$ cat src/design/rsenc_pkg.sv
package rsenc_pkg;

  localparam int GF_W       = 6;
  localparam int PARITY_LEN = 21;
  localparam int GEN_LEN    = PARITY_LEN + 1;
  localparam int MSG_LEN    = 42;
  localparam int FLUSH_W    = $clog2(PARITY_LEN);

  typedef logic [GF_W-1:0] sym_t;

  // field polynomial x^6 + x + 1, low bits of the reduction term
  localparam sym_t POLY_LOW = 6'h03;

  // generator coefficients, lowest degree first
  localparam sym_t GEN [GEN_LEN] = '{
    6'd58, 6'd62, 6'd59, 6'd7,  6'd35, 6'd58, 6'd63, 6'd47, 6'd51, 6'd6,  6'd33,
    6'd43, 6'd44, 6'd27, 6'd7,  6'd53, 6'd39, 6'd62, 6'd52, 6'd41, 6'd44, 6'd1
  };

  typedef struct packed {
    sym_t sym;
    logic last;
  } out_item_t;

  function automatic sym_t gf_mul(sym_t a, sym_t b);
    sym_t acc;
    sym_t x;
    acc = '0;
    x   = a;
    for (int i = 0; i < GF_W; i++) begin
      if (b[i]) acc = acc ^ x;
      x = {x[GF_W-2:0], 1'b0} ^ (x[GF_W-1] ? POLY_LOW : sym_t'(0));
    end
    return acc;
  endfunction

endpackage

$ cat src/design/rs_nonsystematic_encoder_gf64.sv
// Non-systematic RS encoder over GF(64) (x^6+x+1): codeword = message * degree-21
// generator, both lowest coefficient first. Each accepted message symbol yields one
// codeword symbol, and one symbol can be taken per cycle while the output queue is
// not full. After the MsgLen-th symbol of a block the 21 pending coefficients are
// shifted out of the cell chain, one per cycle unless the queue is full, with
// input stalled meanwhile; the last one carries block_end.
// Results sit in a two-entry output queue, so input keeps flowing while one waits.
module rs_nonsystematic_encoder_gf64 #(
  parameter int MsgLen = rsenc_pkg::MSG_LEN
) (
  input  logic            clk_i,
  input  logic            rst_ni,
  input  logic            in_valid_i,
  output logic            in_stall_o,
  input  rsenc_pkg::sym_t msg_symbol_i,
  output logic            out_valid_o,
  input  logic            out_stall_i,
  output rsenc_pkg::sym_t code_symbol_o,
  output logic            block_end_o
);
  import rsenc_pkg::*;

  localparam int CntW = (MsgLen > 1) ? $clog2(MsgLen) : 1;

  logic               accept, flush_step, shift_en, full, last_in, last_flush;
  logic [CntW-1:0]    cnt_q;
  logic               flush_q;
  logic [FLUSH_W-1:0] fcnt_q;
  sym_t               msg_eff;
  sym_t               sum [PARITY_LEN];
  out_item_t          push_item, out_item;

  assign in_stall_o = flush_q || full;
  assign accept     = in_valid_i && !in_stall_o;
  assign flush_step = flush_q && !full;
  assign shift_en   = accept || flush_step;
  assign last_in    = (cnt_q == CntW'(MsgLen - 1));
  assign last_flush = (fcnt_q == FLUSH_W'(PARITY_LEN - 1));
  // zeros are shifted in while flushing, which also clears the chain
  assign msg_eff    = flush_q ? '0 : msg_symbol_i;

  for (genvar j = 0; j < PARITY_LEN; j++) begin : g_cell
    sym_t nbr;
    if (j == PARITY_LEN - 1) begin : g_tail
      assign nbr = '0;
    end else begin : g_mid
      assign nbr = sum[j+1];
    end
    rsenc_cell #(.Coef(GEN[j+1])) u_cell (
      .clk_i  (clk_i),
      .rst_ni (rst_ni),
      .en_i   (shift_en),
      .msg_i  (msg_eff),
      .nbr_i  (nbr),
      .sum_o  (sum[j])
    );
  end

  assign push_item.sym  = sum[0] ^ gf_mul(msg_eff, GEN[0]);
  assign push_item.last = flush_q && last_flush;

  always_ff @(posedge clk_i or negedge rst_ni) begin
    if (!rst_ni) begin
      cnt_q   <= '0;
      flush_q <= 1'b0;
      fcnt_q  <= '0;
    end else begin
      if (accept) begin
        if (last_in) begin
          cnt_q   <= '0;
          flush_q <= 1'b1;
          fcnt_q  <= '0;
        end else begin
          cnt_q <= cnt_q + CntW'(1);
        end
      end else if (flush_step) begin
        fcnt_q <= fcnt_q + FLUSH_W'(1);
        if (last_flush) flush_q <= 1'b0;
      end
    end
  end

  rsenc_obuf u_obuf (
    .clk_i       (clk_i),
    .rst_ni      (rst_ni),
    .push_i      (shift_en),
    .item_i      (push_item),
    .full_o      (full),
    .out_valid_o (out_valid_o),
    .out_stall_i (out_stall_i),
    .item_o      (out_item)
  );

  assign code_symbol_o = out_item.sym;
  assign block_end_o   = out_item.last;

endmodule

$ cat src/design/rsenc_cell.sv
// One tap of the product chain: holds one pending codeword coefficient.
module rsenc_cell #(
  parameter rsenc_pkg::sym_t Coef = rsenc_pkg::GEN[1]
) (
  input  logic            clk_i,
  input  logic            rst_ni,
  input  logic            en_i,
  input  rsenc_pkg::sym_t msg_i,
  input  rsenc_pkg::sym_t nbr_i,
  output rsenc_pkg::sym_t sum_o
);
  import rsenc_pkg::*;

  sym_t sum_q;
  sym_t sum_d;

  assign sum_d = nbr_i ^ gf_mul(msg_i, Coef);
  assign sum_o = sum_q;

  always_ff @(posedge clk_i or negedge rst_ni) begin
    if (!rst_ni) begin
      sum_q <= '0;
    end else if (en_i) begin
      sum_q <= sum_d;
    end
  end

endmodule

$ cat src/design/rsenc_obuf.sv
// Two-entry output queue; full is registered so input stall has no path from out_stall_i.
module rsenc_obuf (
  input  logic                 clk_i,
  input  logic                 rst_ni,
  input  logic                 push_i,
  input  rsenc_pkg::out_item_t item_i,
  output logic                 full_o,
  output logic                 out_valid_o,
  input  logic                 out_stall_i,
  output rsenc_pkg::out_item_t item_o
);
  import rsenc_pkg::*;

  out_item_t  mem_q [2];
  logic       wr_q, rd_q;
  logic [1:0] cnt_q;
  logic       pop;

  assign out_valid_o = (cnt_q != 2'd0);
  assign full_o      = (cnt_q == 2'd2);
  assign item_o      = mem_q[rd_q];
  assign pop         = out_valid_o && !out_stall_i;

  always_ff @(posedge clk_i) begin
    if (push_i) begin
      mem_q[wr_q] <= item_i;
    end
  end

  always_ff @(posedge clk_i or negedge rst_ni) begin
    if (!rst_ni) begin
      wr_q  <= 1'b0;
      rd_q  <= 1'b0;
      cnt_q <= 2'd0;
    end else begin
      if (push_i) wr_q <= ~wr_q;
      if (pop)    rd_q <= ~rd_q;
      case ({push_i, pop})
        2'b10:   cnt_q <= cnt_q + 2'd1;
        2'b01:   cnt_q <= cnt_q - 2'd1;
        default: cnt_q <= cnt_q;
      endcase
    end
  end

endmodule

$ cat config.mk
export PLATFORM = sky130hd
export DESIGN_NAME = rs_nonsystematic_encoder_gf64
export DESIGN_NICKNAME = d
export VERILOG_FILES = /design/src/design/rsenc_pkg.sv /design/src/design/rs_nonsystematic_encoder_gf64.sv /design/src/design/rsenc_cell.sv /design/src/design/rsenc_obuf.sv
export SDC_FILE = /design/constraint.sdc
export NUM_CORES = 1
export LEC_CHECK = 0
export BUFFER_PORTS_ARGS = -buffer_cell sky130_fd_sc_hd__buf_2
export CAP_MARGIN = 25
export CORE_AREA = 2 2 167 169
export DETAILED_ROUTE_END_ITERATION = 10
export DIE_AREA = 0 0 169 171
export HOLD_SLACK_MARGIN = 0.02
export PLACE_DENSITY = 0.46
export SLEW_MARGIN = 20
export SYNTH_ARGS = -nofsm -noshare
export SYNTH_HDL_FRONTEND = slang
export SYNTH_SLANG_ARGS = --single-unit
$ cat constraint.sdc
create_clock -name clk_i -period 2.2 [get_ports clk_i]
set_clock_uncertainty 0.1 [all_clocks]
set_input_delay 0.11 -clock clk_i [delete_from_list [all_inputs] [get_ports clk_i]]
set_output_delay 0.11 -clock clk_i [all_outputs]
set_load 0.03 [all_outputs]
==> metrics <==
status=completed; filler instances=2,781; post-DP HPWL=13,300 um; element type at the critical path start=primary input; Final period util=94.1%; core area=0.0273 mm2; CTS Buffer Depth=2; P&R area growth vs syn=16.9%; crit-path max cell delay=0.52 ns; worst-margin pin slew=0.605 ns; Synth Instances=789; I/O pins=19; Post-synth ARST share=91.0%; FP Rows=61; worst setup margin=0.129 ns; Netlist cell types=41; syn avg cell area=10.1 um2; Cell Pwr Density=1620 mW/mm2; Max VDD drop=0.578 mV; drt pass-1 iters=4; Warnings, synthesis=0; worst path required time=2.24 ns; CP Buf/Inv Count=2; leak pwr=3.78 nW; die height=171 um; vias in the first global route=5,139; slowest CP cell=dlygate4sd3_1; DRT Wirelength=18,300 um; top-count cell post-synth=nand2_1; post-synth top area share=44.5%; WHS=0.0893 ns; Initial Util=29.2%; RSZ-0062 raised after global routing=no; cell area after synthesis=0.00799 mm2; DR DRC count=0; first-pass GRT wire length=29,800 um; pre-CTS setup slack=0.213 ns; Syn Nets=804; post-CTS setup buffers=0; Worst setup EP type=flip-flop; die area=0.0289 mm2; gpl congestion=0.771; Total Routing Usage GR=13.6%; Die X-Extent=169 um; max-cap violation count=0; Root Buffer Master=clkbuf_16; Nets=842; Hold Vio Cnt, Final=0; CTS clk-pin slew, worst paths=0.07 ns; setup_tns=0 ns; RR Endpoint=g_cell[16].u_cell.sum_o[4]$_DFFE_PN0N_; port bufs=18; worst path cell trace=dlygate4sd3_1 -> buf_2 -> xnor2_2 -> or2_2 -> a21oi_1 -> xor2_1; Worst Hold Class=primary input to asynchronous set/reset pin; antenna violations before repair=0; CP Depth=6; CP arrival=2.11 ns; initial DRC count=262; worst-case reg-to-reg path depth=5; post-DR wirelength/cell=15.4 um; Final ANT Viol Nets=0; ANT cells=0; pin count of the biggest net entering global routing=63; critical path type=primary input to flip-flop; routed via count=5,096; fin crit period=2.07 ns; max-slew headroom at the worst pin=59.4%; Slew Viols, Final=0; CTS buffer count=17; Crit Reg-Reg Startpoint=flush_q$_DFFE_PN0P_; sequential share of the synthesized area=49.7%; worst-path fanout max=12; worst reg2reg setup slack=0.31 ns; leading post-synthesis cells by cell area=dfrtp_1 (44%), xnor2_1 (16%), nand2_1 (7.3%), o21ai_0 (6.7%), edfxtp_1 (5.3%); H-Tree Depth=4; CTS tree=done; number of flops mapped to enable cells by yosys=14; total power=15.1 mW; commonest cells in the netlist=nand2_1 (155), xnor2_1 (143), dfrtp_1 (142), o21ai_0 (107), nor2_1 (35); Critical Path Source=msg_symbol_i[5]; Yosys top cell by area=dfrtp_1; Clk Latency, worst-skew pair=0.42 ns; ratio of cells with drive above 1 in the final layout=16.0%; clk sinks=156; grt ovf=0; FF+latch count, synth=156; Via density=4.30; highest clock rate=483 MHz; CP top delay family=buffers and inverters; Main synth FF type=dfrtp_1; Final Setup Violations=0
==> report_power, final <==
| group | total (mW) | internal, mW | switching, mW |
|---|---|---|---|
| logic | 6.61 | 2.96 | 3.65 |
| registers | 5.47 | 4.45 | 1.03 |
| clock network | 3.02 | 1.79 | 1.23 |
| total | 15.1 | 9.19 | 5.91 |
==> final cells by class <==
class | instances | area [um2] | share of cell area, %
Clock buffer | 18 | 429 | 4.60
Clock inverter | 14 | 165 | 1.77
Inverter | 6 | 22.5 | 0.241
Multi-Input combinational cell | 583 | 3780 | 40.5
Sequential cell | 156 | 3980 | 42.6
Tap cell | 346 | 433 | 4.64
Timing Repair Buffer | 63 | 529 | 5.67
==> flip-flops by register name, summed over array words and instances (netlist names) <==
name,count
u_obuf.mem_q,14
u_obuf.wr_q,1
cnt_q,6
u_obuf.cnt_q,2
flush_q,1
u_obuf.rd_q,1
fcnt_q,5
g_cell.u_cell.sum_o,126
==> through the flow <==
step                      instance area (um2)  utilization, %  cells
after global placement                   8660            31.7   1146
final                                    9340            34.2   1186
after floorplan                          7990               -    789
after global routing                     9340            34.2   1186
after detailed placement                 8660            31.7   1146
after CTS                                9340            34.2   1186
==> layout by cell type, fill, tap and decap left out, drive strengths merged, types with 11 or more instances in the layout <==
| cell | synthesis | routed |
|---|---|---|
| xnor2 | 153 | 153 |
| clkbuf | 20 | 18 |
| nand2 | 155 | 155 |
| xor2 | 32 | 32 |
| a21oi | 11 | 11 |
| edfxtp | 14 | 14 |
| dfrtp | 142 | 142 |
| or2 | 12 | 12 |
| buf | 24 | 55 |
| nor2 | 44 | 44 |
| o21ai | 133 | 133 |
==> timing repair <==
item | in CTS | in global routing
hold buffers | 8 | 0
hold endpoints to repair | 149 | 0
setup endpoints to repair | 0 | 0
gates resized for setup | 0 | 0
==> per-layer routing <==
metal	GRT usage (%)	part of all wire [%]	up-vias
li1	-	-	2637
met1	19.3	50	2404
met2	21.8	47	41
met3	2.22	2.1	14
met4	3.57	1.1	0
met5	0	0	-
==> logic make-up after synthesis <==
group,after synthesis,synth area share (%)
compound gates,149,9.90
flops,156,49.7
buf+inv,50,2.99
xor+xnor,188,22.6
fa+ha+maj,5,0.783
simple gates,231,12.4
mux,10,1.50
==> worst register-to-register path: cells and delay by family, from the launching register on <==
kind	cells	cell delay, ns
buffers and inverters	1	0.26
AOI/OAI and AO/OA	2	0.43
and+or+nand+nor	1	0.19
DFF	1	0.57
xor gates and xnor gates	1	0.28
==> worst max path at each step <==
stage / to / slack (ns)
floorplan: u_obuf.cnt_q[1]$_DFFE_PN0P_ / 0.19
global placement: g_cell[16].u_cell.sum_o[0]$_DFFE_PN0N_ / 0.21
detailed placement: g_cell[16].u_cell.sum_o[0]$_DFFE_PN0N_ / 0.21
CTS: u_obuf.mem_q[1][3]$_DFFE_PP_ / 0.13
global route: u_obuf.mem_q[1][3]$_DFFE_PP_ / 0.03
finish: u_obuf.mem_q[1][3]$_DFFE_PP_ / 0.13
(Power assumes the default switching activity.)
